[config.mk]
export PLATFORM = sky130hd
export DESIGN_NAME = keyword_category_scorer
export DESIGN_NICKNAME = d
export VERILOG_FILES = /design/src/hdl/kcs_pkg.sv /design/src/hdl/keyword_category_scorer.sv /design/src/hdl/kcs_token.sv /design/src/hdl/kcs_match.sv /design/src/hdl/kcs_profile.sv
export SDC_FILE = /design/constraint.sdc
export NUM_CORES = 1
export LEC_CHECK = 0
export BUFFER_PORTS_ARGS = -buffer_cell sky130_fd_sc_hd__buf_2
export CORE_ASPECT_RATIO = 1.5
export CORE_MARGIN = 10
export CORE_UTILIZATION = 59
export CTS_CLUSTER_DIAMETER = 60
export DETAILED_ROUTE_END_ITERATION = 10
export PLACE_DENSITY = 0.87
export SLEW_MARGIN = 20
export SYNTH_ARGS = -nofsm -noshare
export SYNTH_HDL_FRONTEND = slang
export SYNTH_SLANG_ARGS = --single-unit
[constraint.sdc]
create_clock -name clk -period 6.3 [get_ports clk]
set_clock_uncertainty 0.15 [all_clocks]
set_input_delay 0.63 -clock clk [delete_from_list [all_inputs] [get_ports clk]]
set_output_delay 0.63 -clock clk [all_outputs]
set_load 0.02 [all_outputs]
[src/hdl/kcs_pkg.sv]
package kcs_pkg;

  localparam int MAX_TOKEN_LEN_DEF = 16;
  localparam int NUM_CAT           = 12;
  localparam int NUM_KEYWORDS      = 51;
  localparam int KW_MAX_LEN        = 11;
  localparam int CAT_W             = 4;
  localparam int SCORE_W           = 4;
  localparam int KW_LEN_W          = 4;

  localparam logic [SCORE_W-1:0] STEP_TENTHS = 4'd4;
  localparam logic [SCORE_W-1:0] FULL_TENTHS = 4'd10;

  // item kinds
  localparam logic [1:0] KIND_BYTE = 2'd0;
  localparam logic [1:0] KIND_END  = 2'd1;
  localparam logic [1:0] KIND_EMIT = 2'd2;

  typedef struct packed {
    logic [1:0] kind;
    logic [7:0] text_byte;
  } item_t;

  typedef struct packed {
    logic [CAT_W-1:0]   category;
    logic [SCORE_W-1:0] score_tenths;
    logic               touched;
    logic               last;
  } result_t;

  // token end event from the token builder
  typedef struct packed {
    logic end_tok;
    logic emit;
  } tok_evt_t;

  // registered match outcome
  typedef struct packed {
    logic [NUM_CAT-1:0] hit;
    logic               emit;
  } match_t;

  // keyword text is right aligned: first char in the highest used byte
  typedef struct packed {
    logic [8*KW_MAX_LEN-1:0] text;
    logic [KW_LEN_W-1:0]     len;
    logic [CAT_W-1:0]        cat;
  } kw_entry_t;

  localparam kw_entry_t KW_TABLE [NUM_KEYWORDS] = '{
    '{"login", 4'd5, 4'd0}, '{"password", 4'd8, 4'd0}, '{"passwd", 4'd6, 4'd0},
    '{"auth", 4'd4, 4'd0}, '{"token", 4'd5, 4'd0}, '{"session", 4'd7, 4'd0},
    '{"jwt", 4'd3, 4'd0}, '{"credential", 4'd10, 4'd0}, '{"oauth", 4'd5, 4'd0},
    '{"upload", 4'd6, 4'd1}, '{"download", 4'd8, 4'd1}, '{"file", 4'd4, 4'd1},
    '{"path", 4'd4, 4'd1}, '{"filename", 4'd8, 4'd1}, '{"directory", 4'd9, 4'd1},
    '{"exec", 4'd4, 4'd2}, '{"shell", 4'd5, 4'd2}, '{"command", 4'd7, 4'd2},
    '{"subprocess", 4'd10, 4'd2}, '{"spawn", 4'd5, 4'd2},
    '{"sql", 4'd3, 4'd3}, '{"query", 4'd5, 4'd3}, '{"database", 4'd8, 4'd3},
    '{"orm", 4'd3, 4'd3},
    '{"serialize", 4'd9, 4'd4}, '{"deserialize", 4'd11, 4'd4},
    '{"pickle", 4'd6, 4'd4}, '{"yaml", 4'd4, 4'd4},
    '{"url", 4'd3, 4'd5}, '{"fetch", 4'd5, 4'd5}, '{"webhook", 4'd7, 4'd5},
    '{"proxy", 4'd5, 4'd5}, '{"request", 4'd7, 4'd5},
    '{"eval", 4'd4, 4'd6}, '{"template", 4'd8, 4'd6},
    '{"render", 4'd6, 4'd7}, '{"html", 4'd4, 4'd7}, '{"dom", 4'd3, 4'd7},
    '{"crypto", 4'd6, 4'd8}, '{"encrypt", 4'd7, 4'd8}, '{"hash", 4'd4, 4'd8},
    '{"cipher", 4'd6, 4'd8}, '{"random", 4'd6, 4'd8},
    '{"buffer", 4'd6, 4'd9}, '{"memcpy", 4'd6, 4'd9}, '{"pointer", 4'd7, 4'd9},
    '{"malloc", 4'd6, 4'd9},
    '{"regex", 4'd5, 4'd10},
    '{"secret", 4'd6, 4'd11}, '{"apikey", 4'd6, 4'd11}, '{"key", 4'd3, 4'd11}
  };

endpackage

[src/hdl/keyword_category_scorer.sv]
// keyword category scorer: text arrives one byte per beat; letters and digits
// build a lower-cased token, any other byte or an end-of-text beat closes it,
// and a closed token is matched against all 51 keywords at once, adding four
// tenths (saturating at ten) to its category. text bytes and end-of-text
// beats are taken every cycle outside an emit. an emit beat closes the last
// token, then the input stalls while the twelve category results go out one
// per cycle from the output register, as long as the result side does not
// stall. pipeline: token buffer -> registered category hit vector -> score
// registers and result sequencer.
module keyword_category_scorer #(
  parameter int MAX_TOKEN_LEN = kcs_pkg::MAX_TOKEN_LEN_DEF
) (
  input  logic             clk,
  input  logic             rst,
  input  logic             item_valid,
  output logic             item_stall,
  input  kcs_pkg::item_t   item,
  output logic             result_valid,
  input  logic             result_stall,
  output kcs_pkg::result_t result
);
  import kcs_pkg::*;

  localparam int LEN_W = $clog2(MAX_TOKEN_LEN + 1);

  logic                          take;
  logic [MAX_TOKEN_LEN-1:0][7:0] chars;
  logic [LEN_W-1:0]              length;
  logic                          overflow;
  tok_evt_t                      evt;
  match_t                        match;
  logic                          busy;

  // hold input while an emit is in flight or results are still draining
  assign item_stall = busy || match.emit;
  assign take       = item_valid && !item_stall;

  // token buffer, case folding and token end detection
  kcs_token #(.MAX_TOKEN_LEN(MAX_TOKEN_LEN)) u_token (
    .clk      (clk),
    .rst      (rst),
    .take     (take),
    .item     (item),
    .chars    (chars),
    .length   (length),
    .overflow (overflow),
    .evt      (evt)
  );

  // parallel keyword compare, registered per-category hits
  kcs_match #(.MAX_TOKEN_LEN(MAX_TOKEN_LEN)) u_match (
    .clk      (clk),
    .rst      (rst),
    .chars    (chars),
    .length   (length),
    .overflow (overflow),
    .evt      (evt),
    .match    (match)
  );

  // saturating scores, snapshot on emit, one result beat per cycle unless the receiver stalls
  kcs_profile u_profile (
    .clk          (clk),
    .rst          (rst),
    .match        (match),
    .result_stall (result_stall),
    .result_valid (result_valid),
    .result       (result),
    .busy         (busy)
  );

endmodule

[src/hdl/kcs_token.sv]
module kcs_token #(
  parameter int MAX_TOKEN_LEN = kcs_pkg::MAX_TOKEN_LEN_DEF,
  localparam int LEN_W = $clog2(MAX_TOKEN_LEN + 1),
  localparam int IDX_W = $clog2(MAX_TOKEN_LEN)
) (
  input  logic                          clk,
  input  logic                          rst,
  input  logic                          take,
  input  kcs_pkg::item_t                item,
  output logic [MAX_TOKEN_LEN-1:0][7:0] chars,
  output logic [LEN_W-1:0]              length,
  output logic                          overflow,
  output kcs_pkg::tok_evt_t             evt
);
  import kcs_pkg::*;

  logic       is_upper;
  logic       is_alnum;
  logic [7:0] ch;
  logic       room;

  assign is_upper = (item.text_byte >= "A") && (item.text_byte <= "Z");
  assign is_alnum = is_upper
                 || ((item.text_byte >= "a") && (item.text_byte <= "z"))
                 || ((item.text_byte >= "0") && (item.text_byte <= "9"));
  assign ch       = is_upper ? item.text_byte + 8'd32 : item.text_byte;
  assign room     = length < LEN_W'(MAX_TOKEN_LEN);

  always_comb begin
    evt.end_tok = take && ((item.kind == KIND_END) || (item.kind == KIND_EMIT)
                        || ((item.kind == KIND_BYTE) && !is_alnum));
    evt.emit    = take && (item.kind == KIND_EMIT);
  end

  always_ff @(posedge clk) begin
    if (rst) begin
      length   <= '0;
      overflow <= 1'b0;
    end else if (evt.end_tok) begin
      length   <= '0;
      overflow <= 1'b0;
    end else if (take && item.kind == KIND_BYTE) begin
      if (room) begin
        length <= length + 1'b1;
      end else begin
        overflow <= 1'b1;
      end
    end
  end

  always_ff @(posedge clk) begin
    if (take && item.kind == KIND_BYTE && is_alnum && room) begin
      chars[length[IDX_W-1:0]] <= ch;
    end
  end

endmodule

[src/hdl/kcs_match.sv]
module kcs_match #(
  parameter int MAX_TOKEN_LEN = kcs_pkg::MAX_TOKEN_LEN_DEF,
  localparam int LEN_W = $clog2(MAX_TOKEN_LEN + 1)
) (
  input  logic                          clk,
  input  logic                          rst,
  input  logic [MAX_TOKEN_LEN-1:0][7:0] chars,
  input  logic [LEN_W-1:0]              length,
  input  logic                          overflow,
  input  kcs_pkg::tok_evt_t             evt,
  output kcs_pkg::match_t               match
);
  import kcs_pkg::*;

  logic [NUM_KEYWORDS-1:0] kw_hit;
  logic [NUM_CAT-1:0]      cat_hit;

  // every keyword compared in parallel against the held token
  always_comb begin
    for (int k = 0; k < NUM_KEYWORDS; k++) begin
      kw_hit[k] = (length == LEN_W'(KW_TABLE[k].len));
      for (int i = 0; i < KW_MAX_LEN; i++) begin
        if (i < int'(KW_TABLE[k].len)) begin
          if (chars[i] != KW_TABLE[k].text[(int'(KW_TABLE[k].len) - 1 - i) * 8 +: 8]) begin
            kw_hit[k] = 1'b0;
          end
        end
      end
    end
  end

  always_comb begin
    cat_hit = '0;
    for (int k = 0; k < NUM_KEYWORDS; k++) begin
      if (kw_hit[k]) begin
        cat_hit[KW_TABLE[k].cat] = 1'b1;
      end
    end
  end

  always_ff @(posedge clk) begin
    if (rst) begin
      match <= '0;
    end else begin
      match.hit  <= (evt.end_tok && !overflow) ? cat_hit : '0;
      match.emit <= evt.emit;
    end
  end

endmodule

[src/hdl/kcs_profile.sv]
module kcs_profile (
  input  logic             clk,
  input  logic             rst,
  input  kcs_pkg::match_t  match,
  input  logic             result_stall,
  output logic             result_valid,
  output kcs_pkg::result_t result,
  output logic             busy
);
  import kcs_pkg::*;

  logic [SCORE_W-1:0] score      [NUM_CAT];
  logic [SCORE_W-1:0] score_next [NUM_CAT];
  logic [NUM_CAT-1:0] touched;
  logic [NUM_CAT-1:0] touched_next;
  logic [SCORE_W-1:0] snap_score [NUM_CAT];
  logic [NUM_CAT-1:0] snap_touched;
  logic [CAT_W-1:0]   cnt;
  logic               advance;
  logic [SCORE_W:0]   sum [NUM_CAT];

  // add one step per hit, saturating at full
  always_comb begin
    for (int c = 0; c < NUM_CAT; c++) begin
      sum[c] = {1'b0, score[c]} + {1'b0, STEP_TENTHS};
      if (!match.hit[c]) begin
        score_next[c] = score[c];
      end else if (sum[c] > {1'b0, FULL_TENTHS}) begin
        score_next[c] = FULL_TENTHS;
      end else begin
        score_next[c] = sum[c][SCORE_W-1:0];
      end
    end
    touched_next = touched | match.hit;
  end

  always_ff @(posedge clk) begin
    if (rst) begin
      for (int c = 0; c < NUM_CAT; c++) begin
        score[c] <= '0;
      end
      touched <= '0;
    end else begin
      for (int c = 0; c < NUM_CAT; c++) begin
        score[c] <= match.emit ? '0 : score_next[c];
      end
      touched <= match.emit ? '0 : touched_next;
    end
  end

  always_ff @(posedge clk) begin
    if (match.emit) begin
      snap_score   <= score_next;
      snap_touched <= touched_next;
    end
  end

  assign advance = !result_valid || !result_stall;

  always_ff @(posedge clk) begin
    if (rst) begin
      busy         <= 1'b0;
      cnt          <= '0;
      result_valid <= 1'b0;
    end else begin
      if (advance) begin
        result_valid <= busy;
        if (busy) begin
          result.category     <= cnt;
          result.score_tenths <= snap_score[cnt];
          result.touched      <= snap_touched[cnt];
          result.last         <= (cnt == CAT_W'(NUM_CAT - 1));
          cnt                 <= cnt + 1'b1;
          if (cnt == CAT_W'(NUM_CAT - 1)) begin
            busy <= 1'b0;
          end
        end
      end
      if (match.emit) begin
        busy <= 1'b1;
        cnt  <= '0;
      end
    end
  end

endmodule

=== Word-level counts from Yosys, hierarchy flattened ===
Memory sizes are Yosys's and may differ from the RTL's.
Cells that the tools add are included.
W data, S select, Z words.

* $add $sub $neg: 15
* Order comparisons: 23
* Equality and inequality tests: 140
* Mux-type cells: 405
* Bitwise logic cells: 17
* Reduce and logical (&&, ||, !) cells: 32

{| class="wikitable"
|+ Operator list
! cell !! number
|-
| $ne A8 B7 Y1 const B || 128
|-
| $mux W1 || 349
|-
| $mux W4 || 50
|-
| $bwmux W128 || 1
|-
| $add A4 B3 Y5 const B || 12
|-
| $gt A5 B4 Y1 const B || 12
|-
| $demux W8 S4 || 1
|-
| $eq A5 B3 Y1 const B || 4
|-
| $eq A5 B4 Y1 const B || 4
|-
| $bmux W4 S4 || 1
|-
| $ge A8 B7 Y1 const B || 2
|-
| $le A8 B7 Y1 const B || 2
|-
| $mux W8 || 2
|-
| $logic_and A1 B1 Y1 || 12
|-
| $or A1 B1 Y1 || 12
|-
| $or A12 B12 Y12 || 1
|-
| $lt A4 B5 Y1 const B || 2
|-
| $add A8 B6 Y8 const B || 1
|-
| $ge A8 B6 Y1 const B || 1
|-
| $le A8 B6 Y1 const B || 1
|-
| $logic_or A1 B1 Y1 || 6
|-
| $reduce_and A2 Y1 || 3
|-
| $reduce_or A2 Y1 || 3
|-
| $add A5 B1 Y5 const B || 1
|-
| 15 further kinds || 21
|}

* Flip-flop bits (word level): 235
* RAM bits: 48
* Output and inout port bits: 12
* Word-level logic and storage cells: 674
* Memories: 1

{| class="wikitable"
|+ Memory list
! name !! depth !! width !! rd ports !! clocked after Yosys merged registers in !! wr ports !! RTL line !! source
|-
| u_profile.score || 12 || 4 || 12 || 0 || 12 || kcs_profile.sv:12 || <nowiki>logic [SCORE_W-1:0] score [NUM_CAT];</nowiki>
|}

=== Logic depth before layout (Yosys ltp) ===
Gate-level depths: netlist of run 1.

* Depth in word-level cells: 17
* Mapped depth: 8

=== Modules after synthesis ===
From an unflattened synthesis of run 1, not the netlist that was laid out.

* Cells, all modules: 1,087
* Area total of the unflattened synthesis: 12,874.8 um^2

{| class="wikitable"
|+ By module, submodules not included
! module !! times used !! cells an instance !! area each (um^2)
|-
| kcs_profile || 1 || 486 || 5,833.1
|-
| kcs_token || 1 || 217 || 4,561.9
|-
| kcs_match || 1 || 382 || 2,466.1
|-
| keyword_category_scorer || 1 || 2 || 13.8
|}

=== Worst setup path after synthesis of run 1 ===
No wires, ideal clock.

* Path type: flip-flop to flip-flop
* Start: register u_match.match[0] (netlist name)
* End: register u_token.chars[16] (netlist name), enable pin
* Library setup time: 0.277 ns
* Arrival: 2.731 ns
* Data required time: 5.873 ns
* Path slack: 3.142 ns
* Cell stages (with the launch flop): 6
* Buffers on the path: 0
* Clock period less this slack: 3.158 ns
* Cells stage by stage: dfxtp_1 -> nor2_1 -> nand3_1 -> nor2_1 -> and3_1 -> and2_1

* Cells in the longest elaborated chain, start to end: 6

{| class="wikitable"
|+ Ends and longest elaborated chain
! what !! RTL line !! source
|-
| $logic_or A1 B1 Y1 || keyword_category_scorer.sv:35 || <nowiki>assign item_stall = busy || match.emit;</nowiki>
|-
| $logic_not A1 Y1 || keyword_category_scorer.sv:36 || <nowiki>assign take = item_valid && !item_stall;</nowiki>
|-
| $logic_and A1 B1 Y1 || keyword_category_scorer.sv:36 ||
|-
| $logic_and A1 B1 Y1 (3 in series) || kcs_token.sv:52 || <nowiki>if (take && item.kind == KIND_BYTE && is_alnum && room) begin</nowiki>
|-
| to (signal, indexed assignment) || kcs_token.sv:53 || <nowiki>chars[length[IDX_W-1:0]] <= ch;</nowiki>
|-
| to (decl) || kcs_token.sv:10 || <nowiki>output logic [MAX_TOKEN_LEN-1:0][7:0] chars,</nowiki>
|}

No other way between the ends.
A chain may end at the register's enable or synchronous reset.

=== Worst setup path after layout of run 1 ===
* Start: register u_token.length[2]
* End: register u_match.match[6] (netlist name)

* Cells in the longest elaborated chain, start to end: 11
* Elaborated cells on any way between the ends: 35

{| class="wikitable"
|+ Ends and longest elaborated chain
! what !! RTL line !! source
|-
| from (decl) || kcs_token.sv:11 || <nowiki>output logic [LEN_W-1:0] length,</nowiki>
|-
| from (signal assigned) || kcs_token.sv:44 || <nowiki>length <= length + 1'b1;</nowiki>
|-
| $eq A5 B3 Y1 || kcs_match.sv:21 || <nowiki>kw_hit[k] = (length == LEN_W'(KW_TABLE[k].len));</nowiki>
|-
| $mux W1 (7 in series) || kcs_match.sv:24 || <nowiki>if (chars[i] != KW_TABLE[k].text[(int'(KW_TABLE[k].len) - 1 - i) * 8 +: 8]) begin</nowiki>
|-
| $mux W1 (2 in series) || kcs_match.sv:35 || <nowiki>if (kw_hit[k]) begin</nowiki>
|-
| $mux W1 * || kcs_match.sv:35 ||
|}

Every way passes the cells marked *; elsewhere a longest branch is shown, timed or not.

==> results.sh, run 1 <==
export IMPL_detailedRoute_firstPassIterationCount=5
export IMPL_clock_fmax_mhz=305
export IMPL_synthesis_area_per_instance_um2=11.6
export IMPL_totalNegativeSetupSlack_ns=0
export IMPL_pwr_density_cell_nw_per_um2=255
export IMPL_synth_instances=995
export IMPL_hold_buffers=0
export IMPL_power_ir_vdd_worst_mv=0.239
export IMPL_h_tree_depth=1
export IMPL_grt_overflow_total=0
export IMPL_antenna_violations_before_repair=0
export IMPL_hold_path_class="in2reg"
export IMPL_asyncSetResetFlopFracSynth_pct=0
export IMPL_holdPathStages=3
export IMPL_gpl_final_weighted_congestion=1.13
export IMPL_routed_wirelength_mm=34.6
export IMPL_dieArea_um2=25600
export IMPL_worst_slew_pin_transition_ns=1.04
export IMPL_dpl_cell_area_um2=11900
export IMPL_area_growth_synth_to_final_pct=10.4
export IMPL_critical_path_max_fanout=12
export IMPL_clock_latency_ns=0.53
export IMPL_period_needed_ns=3.28
export IMPL_layout_cell_area_non_filler_um2=12700
export IMPL_seq_area_frac_synth_pct=56.0
export IMPL_cells_along_the_critical_path="nand2b_1 > nor3b_1 > nand4_1 > nor4bb_1 > o31ai_1 > a21oi_1"
export IMPL_worstSetupStartpointType="flip-flop"
export IMPL_cpMaxStageDelayCell="sky130_fd_sc_hd__nor4bb_1"
export IMPL_report_final_slew_viol_count=0
export IMPL_number_of_drc_violations_after_detailed_routing=0
export IMPL_ys_top_cells_by_area="sky130_fd_sc_hd__edfxtp_1 41%, sky130_fd_sc_hd__dfxtp_1 15%, sky130_fd_sc_hd__ha_1 5.1%"
export IMPL_floorplan_die_width_um=134
export IMPL_synth_distinct_cells=71
export IMPL_synth_enable_flop_cells=158
export IMPL_min_from="result_stall"
export IMPL_final_cell_mix="158 x sky130_fd_sc_hd__edfxtp_1, 84 x sky130_fd_sc_hd__dfxtp_1, 74 x sky130_fd_sc_hd__and2_1"
export IMPL_cts_root_to_sink_buffers=3
export IMPL_final_hold_viol_count=0
export IMPL_synthesis_area_um2=11500
export IMPL_grt_pass1_vias=8752
export IMPL_leakage_power_nw=4.31
export IMPL_initial_core_util_pct=60.1
export IMPL_setup_worst_path_class="reg2reg"
export IMPL_worst_slew_margin_rel_pct=30.4
export IMPL_cts_made_buffers=24
export IMPL_clk_transition_reported_paths_ns=0.07
export IMPL_synth_top_cell_by_area="sky130_fd_sc_hd__edfxtp_1"
export IMPL_synthDominantCellAreaShare_pct=41.2
export IMPL_fin_nets=1087
export IMPL_detailed_place_hpwl_mm=24.6
export IMPL_endpoint_kind="flip-flop"
export IMPL_cp_startpoint="u_token.length[2]"
export IMPL_max_cap_viol_count=0
export IMPL_n_fill_cell=1389
export IMPL_drt_vias_per_instance=6.51
export IMPL_wire_per_inst_um=26.6
export IMPL_numClockSinks=243
export IMPL_r2r_worst_path_cells=6
export IMPL_run_status="completed"
export IMPL_tritoncts_clock_tree="done"
export IMPL_syn_nets=1056
export IMPL_final_seq_area_um2=6450
export IMPL_grt_max_degree=65
export IMPL_multi_input_comb_area_um2=4810
export IMPL_post_route_cells_drive_above_1_share_pct=11.8
export IMPL_vias=8458
export IMPL_rsz0062_at_grt="no"
export IMPL_cts_repair_resize_count=0
export IMPL_period_share_pct=52.1
export IMPL_rows=62
export IMPL_io_buffer_count=25
export IMPL_ys_ff_latch=243
export IMPL_coreArea_um2=19200
export IMPL_global_route_usage_total_pct=26.8
export IMPL_die_h_um=191
export IMPL_count_of_antenna_diodes_in_the_layout=0
export IMPL_final_setup_viol_count=0
export IMPL_r2r_start="u_token.length[2]"
export IMPL_synthFlopType="sky130_fd_sc_hd__edfxtp_1"
export IMPL_data_required_time_of_the_worst_path_ns=6.59
export IMPL_initial_detailed_routing_violation_count=990
export IMPL_finalCoreUtilization_pct=66.4
export IMPL_grt_pass1_wl_mm=52.5
export IMPL_postCtsSetupBuffers=0
export IMPL_io_pin_count=26
export IMPL_final_common_cell="sky130_fd_sc_hd__edfxtp_1"
export IMPL_cts_root_buffer="sky130_fd_sc_hd__clkbuf_16"
export IMPL_critical_path_max_stage_delay_ns=0.73
export IMPL_ant_nets=0
export IMPL_synth_warning_count=0
export IMPL_worst_ep_arrival_time_ns=3.57
==> worst max-delay path, delay by kind of cell (launching register included) <==
kind / cells / cell delay, ns
AO/OA/AOI/OAI: 2 / 0.36
flip-flops: 1 / 0.63
AND/OR/NAND/NOR: 4 / 2.05
==> sequential cells by signal, indices dropped and copies added, names as in the netlist <==
signal / count
u_token.length: 5
u_profile.busy: 1
u_profile.result: 10
u_match.match: 13
u_profile.snap_score: 48
u_profile.score: 48
u_token.chars: 88
u_profile.snap_touched: 12
u_profile.touched: 12
u_profile.result_valid: 1
u_profile.cnt: 4
u_token.overflow: 1
==> area by class of cell <==
type                       count  share of cell area, %
multi-input combinational    684                   37.8
clock buffer                  27                   4.81
tap                          256                   2.52
inverter                      43                   1.27
timing repair buffer          30                   1.28
clock inverter                17                   1.61
sequential                   243                   50.7
==> path summary, 6_finish.rpt <==
kind / slack (ns) / to
hold / removal: 0.25 / u_profile.result_valid
hold reg to reg: 0.34 / u_profile.score[0][32]
setup reg to reg: 3.02 / u_match.match[6]
setup / recovery: 3.02 / u_match.match[6]
==> synthesized netlist by cell type, types with 4 or more instances <==
library cell	number
sky130_fd_sc_hd__edfxtp_1	158
sky130_fd_sc_hd__dfxtp_1	85
sky130_fd_sc_hd__and2_1	74
sky130_fd_sc_hd__nor2_1	68
sky130_fd_sc_hd__nand2_1	63
sky130_fd_sc_hd__ha_1	47
sky130_fd_sc_hd__inv_1	43
sky130_fd_sc_hd__nand3_1	37
sky130_fd_sc_hd__nand4_1	37
sky130_fd_sc_hd__nand2b_1	30
sky130_fd_sc_hd__nor4_1	29
sky130_fd_sc_hd__nor2b_1	25
sky130_fd_sc_hd__nor3_1	24
sky130_fd_sc_hd__a21oi_1	21
sky130_fd_sc_hd__and3_1	20
sky130_fd_sc_hd__or2_2	18
sky130_fd_sc_hd__clkbuf_1	17
sky130_fd_sc_hd__mux4_2	15
sky130_fd_sc_hd__mux2i_1	13
sky130_fd_sc_hd__o21ai_0	13
sky130_fd_sc_hd__nand4b_1	11
sky130_fd_sc_hd__a31oi_1	9
sky130_fd_sc_hd__nor4b_1	9
sky130_fd_sc_hd__nand3b_1	8
sky130_fd_sc_hd__or3_1	7
sky130_fd_sc_hd__and4b_1	6
sky130_fd_sc_hd__and4bb_2	6
sky130_fd_sc_hd__o21a_1	6
sky130_fd_sc_hd__or4_1	6
sky130_fd_sc_hd__o221ai_1	5
sky130_fd_sc_hd__o22ai_1	5
sky130_fd_sc_hd__and4_1	4
sky130_fd_sc_hd__nor3b_1	4
sky130_fd_sc_hd__nor4bb_1	4
sky130_fd_sc_hd__o21bai_1	4
sky130_fd_sc_hd__xnor2_1	4
==> stage by stage <==
step | hold WS (ns) | setup slack, ns | power [W] | std cells
global placement | 0.331 | 2.97 | 0.00181 | 1256
global route | 0.292 | 2.98 | 0.00333 | 1300
finish | 0.246 | 3.02 | 0.00325 | 1300
CTS | 0.241 | 3.03 | 0.00326 | 1300
floorplan | 0.256 | 3.14 | 0.00178 | 995
detailed placement | 0.330 | 2.83 | 0.00181 | 1256
==> where the power goes <==
part / internal [W] / switching (W)
Clock: 0.000868 / 0.000598
Combinational: 0.0000217 / 0.0000534
Sequential: 0.00170 / 0.00000532
Total: 0.00259 / 0.000657
==> per-layer routing <==
layer / global-route usage [%] / up-vias / share of wire, % / wire length (um)
met1: 26.6 / 4061 / 34 / 11600
met5: 0 / - / 0 / 0
met3: 5.57 / 168 / 6.6 / 2290
met2: 48.8 / 459 / 52 / 17900
li1: - / 3770 / - / -
met4: 18.7 / 0 / 8.2 / 2820
==> cells by family after synthesis <==
| group | Yosys count | synth area share (%) |
|---|---|---|
| buffers and inverters | 68 | 2.44 |
| AO/OA/AOI/OAI | 89 | 5.42 |
| multiplexers | 28 | 4.06 |
| AND/OR/NAND/NOR | 513 | 26.5 |
| flip-flops | 243 | 56.0 |
| XOR/XNOR | 7 | 0.532 |
| adder cells (fa/ha/maj) | 47 | 5.10 |
(Power assumes the default switching activity.)
==> run 2, diff against run 1 <==
==> constraint.sdc (replaced) <==
create_clock -name clk -period 3.3 [get_ports clk]
set_clock_uncertainty 0.15 [all_clocks]
set_input_delay 0.33 -clock clk [delete_from_list [all_inputs] [get_ports clk]]
set_output_delay 0.33 -clock clk [all_outputs]
set_load 0.02 [all_outputs]
==> run 2 against run 1 <==
Net effect: setup slack worse by 2.7 ns; critical path type unchanged; non-clock buffer count up 25; register-to-register slack worse by 2.7 ns; sequential power up 91%; critical endpoint unchanged; core utilization up 0.56 points.
==> results.sh, run 2 (same netlist as run 1, synthesis figures left out) <==
export IMPL_rows=62
export IMPL_clock_latency_ns=0.52
export IMPL_global_route_usage_total_pct=27.8
export IMPL_run_status="completed"
export IMPL_max_cap_viol_count=0
export IMPL_netSwitchingPower_w=0.00126
export IMPL_dieArea_um2=25600
export IMPL_numClockSinks=243
export IMPL_vias=8664
export IMPL_cts_root_buffer="sky130_fd_sc_hd__clkbuf_16"
export IMPL_leakage_power_nw=4.40
export IMPL_internal_power_w=0.00475
export IMPL_io_pin_count=26
export IMPL_pwr_density_cell_nw_per_um2=469
export IMPL_final_common_cell="sky130_fd_sc_hd__edfxtp_1"
export IMPL_detailedRoute_firstPassIterationCount=6
export IMPL_fin_nets=1111
export IMPL_grt_pass1_wl_mm=53.7
export IMPL_grt_max_degree=64
export IMPL_tritoncts_clock_tree="done"
export IMPL_antenna_violations_before_repair=1
export IMPL_cts_root_to_sink_buffers=3
export IMPL_worstSetupStartpointType="flip-flop"
export IMPL_post_route_cells_drive_above_1_share_pct=13.3
export IMPL_final_hold_viol_count=0
export IMPL_worst_slew_pin_transition_ns=0.988
export IMPL_io_buffer_count=25
export IMPL_worst_slew_margin_rel_pct=34.0
export IMPL_rsz0062_at_grt="no"
export IMPL_drt_vias_per_instance=6.55
export IMPL_power_ir_vdd_worst_mv=0.487
export IMPL_critical_path_max_fanout=12
export IMPL_period_share_pct=90.3
export IMPL_data_required_time_of_the_worst_path_ns=3.58
export IMPL_totalNegativeSetupSlack_ns=0
export IMPL_gpl_final_weighted_congestion=1.09
export IMPL_wire_per_inst_um=27.0
export IMPL_clk_transition_reported_paths_ns=0.07
export IMPL_floorplan_die_width_um=134
export IMPL_h_tree_depth=1
export IMPL_number_of_drc_violations_after_detailed_routing=0
export IMPL_coreArea_um2=19200
export IMPL_die_h_um=191
export IMPL_area_growth_synth_to_final_pct=11.3
export IMPL_final_cell_mix="158 x sky130_fd_sc_hd__edfxtp_1, 84 x sky130_fd_sc_hd__dfxtp_1, 74 x sky130_fd_sc_hd__and2_1"
export IMPL_detailed_place_hpwl_mm=25.5
export IMPL_largest_register_ffs=88
export IMPL_final_setup_viol_count=0
export IMPL_clock_fmax_mhz=336
export IMPL_count_of_antenna_diodes_in_the_layout=0
export IMPL_power_frac_seq_pct=54.2
export IMPL_endpoint_kind="flip-flop"
export IMPL_initial_detailed_routing_violation_count=1031
export IMPL_final_seq_area_um2=6450
export IMPL_layout_cell_area_non_filler_um2=12800
export IMPL_period_needed_ns=2.98
export IMPL_netSwitchingFraction_pct=21.0
export IMPL_setup_worst_path_class="reg2reg"
export IMPL_ant_nets=0
export IMPL_p_clk_share_pct=43.3
export IMPL_routed_wirelength_mm=35.7
export IMPL_cts_repair_resize_count=0
export IMPL_p_comb_share_pct=2.5
export IMPL_worst_ep_arrival_time_ns=3.26
export IMPL_grt_overflow_total=0
export IMPL_n_fill_cell=1395
export IMPL_grt_pass1_vias=8867
export IMPL_dpl_cell_area_um2=12000
export IMPL_hold_path_class="in2reg"
export IMPL_report_final_slew_viol_count=0
export IMPL_multi_input_comb_area_um2=4790
export IMPL_cts_made_buffers=23
export IMPL_initial_core_util_pct=60.1
## run 2: through the flow
stage	hold WS (ns)	total power (W)	util (%)	cells	setup WS [ns]
detailed placement	0.329	0.00347	62.9	1277	0.522
global placement	0.329	0.00346	62.9	1277	0.560
finish	0.0430	0.00601	66.9	1323	0.321
CTS	0.0404	0.00603	66.9	1323	0.659
global route	0.0428	0.00616	66.9	1323	0.317
floorplan	0.256	0.00340	-	995	0.142
## run 2: path summary, 6_finish.rpt
| check | startpoint | endpoint | slack, ns | cells past startpoint |
|---|---|---|---|---|
| setup reg to reg | u_token.length[2] | u_match.match[6] | 0.32 | 6 |
| hold reg to reg | u_profile.touched[10] | u_profile.snap_touched[10] | 0.34 | 1 |
| hold / removal | item[2] | u_token.chars[34] | 0.04 | 1 |
| setup / recovery | u_token.length[2] | u_match.match[6] | 0.32 | 6 |
## run 2: power groups by stage
stage	registers, W	logic, W	clock network [W]
after floorplan	0.00333	0.0000716	0
after global placement	0.00332	0.000141	0
after detailed placement	0.00332	0.000144	0
after CTS	0.00326	0.000149	0.00262
after global routing	0.00326	0.000161	0.00274
final	0.00326	0.000150	0.00260
## run 2: worst max-delay path, cell delays in order (launching register included)
cell,delay [ns]
sky130_fd_sc_hd__dfxtp_1,0.59
sky130_fd_sc_hd__nand2b_1,0.24
sky130_fd_sc_hd__nor3b_1,0.71
sky130_fd_sc_hd__nand4_1,0.39
sky130_fd_sc_hd__nor4bb_1,0.49
sky130_fd_sc_hd__o31ai_1,0.13
sky130_fd_sc_hd__a21oi_1,0.17
## run 2: per-layer routing
layer	share of wire (%)	wire [um]	GRT usage [%]	vias to the layer above
met1	34	12000	28.4	4167
met2	51	18200	49.8	490
met5	0	0	0	-
met4	8.9	3190	21.1	0
met3	6.4	2290	4.49	190
li1	-	-	-	3817
## run 2: timing repair
action	in CTS	in global routing
hold buffers	4	0
hold endpoints to repair	3	0
buffers inserted	0	0
## run 2: final cells by class
class / count / area share, %
clock buffer: 26 / 4.58
clock inverter: 16 / 1.18
inverter: 43 / 1.26
multi-input combinational: 684 / 37.4
sequential: 243 / 50.3
tap: 256 / 2.50
timing repair buffer: 55 / 2.81
==> run 3, diff against run 2 <==
--- a/config.mk
+++ b/config.mk
@@ -11,7 +11,7 @@
 export CORE_UTILIZATION = 59
 export CTS_CLUSTER_DIAMETER = 60
 export DETAILED_ROUTE_END_ITERATION = 10
-export PLACE_DENSITY = 0.87
+export PLACE_DENSITY = 0.84
 export SLEW_MARGIN = 20
 export SYNTH_ARGS = -nofsm -noshare
 export SYNTH_HDL_FRONTEND = slang
==> run 3 against run 2 <==
Net effect: critical path depth is 1 lower; first-iteration DRC count decreased by 6.1%; cell area is 0.14% lower; clock power decreased by 4%; sequential power barely moved; sequential cell count did not move; core utilization fell by 0.091 points; clock-buffer cell count grew 4; via count shrank 1.2%; largest cell class unchanged.
==> results.sh, run 3 (same netlist as run 1, synthesis figures left out) <==
export IMPL_clock_fmax_mhz=351
export IMPL_period_needed_ns=2.85
export IMPL_setup_worst_path_class="reg2reg"
export IMPL_post_route_cells_drive_above_1_share_pct=13.2
export IMPL_wire_per_inst_um=27.1
export IMPL_cts_root_to_sink_buffers=3
export IMPL_clock_latency_ns=0.52
export IMPL_global_route_usage_total_pct=27.7
export IMPL_initial_detailed_routing_violation_count=968
export IMPL_period_share_pct=86.2
export IMPL_final_cell_mix="158 x sky130_fd_sc_hd__edfxtp_1, 84 x sky130_fd_sc_hd__dfxtp_1, 74 x sky130_fd_sc_hd__and2_1"
export IMPL_clk_transition_reported_paths_ns=0.06
export IMPL_data_required_time_of_the_worst_path_ns=3.59
export IMPL_run_status="completed"
export IMPL_critical_path_max_fanout=7
export IMPL_detailed_place_hpwl_mm=26.2
export IMPL_pwr_density_cell_nw_per_um2=462
export IMPL_die_h_um=191
export IMPL_detailedRoute_firstPassIterationCount=5
export IMPL_dieArea_um2=25600
export IMPL_report_final_slew_viol_count=0
export IMPL_grt_pass1_vias=8813
export IMPL_count_of_antenna_diodes_in_the_layout=0
export IMPL_ant_nets=0
export IMPL_initial_core_util_pct=60.1
export IMPL_largest_register_ffs=88
export IMPL_worstSetupStartpointType="flip-flop"
export IMPL_h_tree_depth=1
export IMPL_fin_nets=1112
export IMPL_gpl_final_weighted_congestion=1.08
export IMPL_place_inst=1278
export IMPL_critical_path_max_stage_delay_ns=0.83
export IMPL_worst_slew_pin_transition_ns=0.964
export IMPL_tritoncts_clock_tree="done"
export IMPL_final_cells=1324
export IMPL_io_pin_count=26
export IMPL_fin_total_pwr_w=0.00591
export IMPL_power_ir_vdd_worst_mv=0.509
export IMPL_final_critical_path_setup_slack_ns=0.455
export IMPL_coreArea_um2=19200
export IMPL_rows=62
export IMPL_io_buffer_count=25
export IMPL_cells_along_the_critical_path="nor2_1 > nand2_1 > nor4_1 > nand4_1 > a41oi_2"
export IMPL_routed_wirelength_mm=35.8
export IMPL_grt_pass1_wl_mm=53.5
export IMPL_vias=8561
export IMPL_worst_slew_margin_rel_pct=35.1
export IMPL_grt_max_degree=64
export IMPL_worst_ep_arrival_time_ns=3.13
export IMPL_cts_repair_resize_count=0
export IMPL_final_hold_viol_count=0
export IMPL_max_cap_viol_count=0
export IMPL_hold_path_class="in2reg"
export IMPL_floorplan_die_width_um=134
export IMPL_number_of_drc_violations_after_detailed_routing=0
export IMPL_antenna_violations_before_repair=0
export IMPL_cpMaxStageDelayCell="sky130_fd_sc_hd__nor4_1"
export IMPL_leakage_power_nw=4.38
export IMPL_endpoint_kind="flip-flop"
export IMPL_postCtsSetupBuffers=0
export IMPL_numClockSinks=243
export IMPL_grt_overflow_total=0
export IMPL_drt_vias_per_instance=6.47
export IMPL_final_common_cell="sky130_fd_sc_hd__edfxtp_1"
export IMPL_totalNegativeSetupSlack_ns=0
export IMPL_final_setup_viol_count=0
export IMPL_cts_root_buffer="sky130_fd_sc_hd__clkbuf_16"
export IMPL_finalCoreUtilization_pct=66.8
export IMPL_place_ws_ns=0.505
export IMPL_area_growth_synth_to_final_pct=11.2
export IMPL_rsz0062_at_grt="no"
export IMPL_cts_made_buffers=23
[run 3: power by group]
group	switching [W]	internal [W]
clock	0.00113	0.00137
sequential	0.0000131	0.00325
combinational	0.000106	0.0000495
total	0.00125	0.00466
[run 3: through the flow]
| step | area (um2) | hold slack [ns] |
|---|---|---|
| floorplan | 11500 | 0.256 |
| global placement | 12100 | 0.327 |
| detailed placement | 12100 | 0.335 |
| CTS | 12800 | 0.0201 |
| global route | 12800 | 0.0181 |
| finish | 12800 | 0.0184 |
[run 3: layer usage]
layer	GRT usage, %	vias to the layer above	share of wire (%)
met5	0	-	0
met4	20.0	0	8.3
met3	4.70	161	6.1
met2	50.6	467	52
met1	27.6	4116	33
li1	-	3817	-
[run 3: what timing repair did]
item | 4_1_cts | 5_1_grt
endpoints found under the hold margin | 3 | 0
hold buffers | 4 | 0
endpoints found under the setup margin | 0 | 0
[run 3: final timing paths]
path | start | endpoint | slack (ns) | cells past startpoint
max | u_token.chars[26] | u_match.match[9] | 0.45 | 5
min | item[0] | u_token.chars[24] | 0.02 | 1
max reg2reg | u_token.chars[26] | u_match.match[9] | 0.45 | 5
min reg2reg | u_profile.score[0][20] | u_profile.score[0][20] | 0.34 | 1
[run 3: cell type report]
class / count / area (um2)
flip-flops and latches: 243 / 6450
fillers: 1402 / 6360
inverters: 43 / 161
well taps: 256 / 320
repair buffers: 56 / 368
clock inverters: 12 / 80.1
multi-input cells: 684 / 4790
clock buffers: 30 / 633
[run 3: critical path: cells and delay by family, from the launching register on]
kind	cells	cell delay, ns
AO/OA/AOI/OAI	1	0.25
flip-flops	1	0.47
AND/OR/NAND/NOR	4	1.89
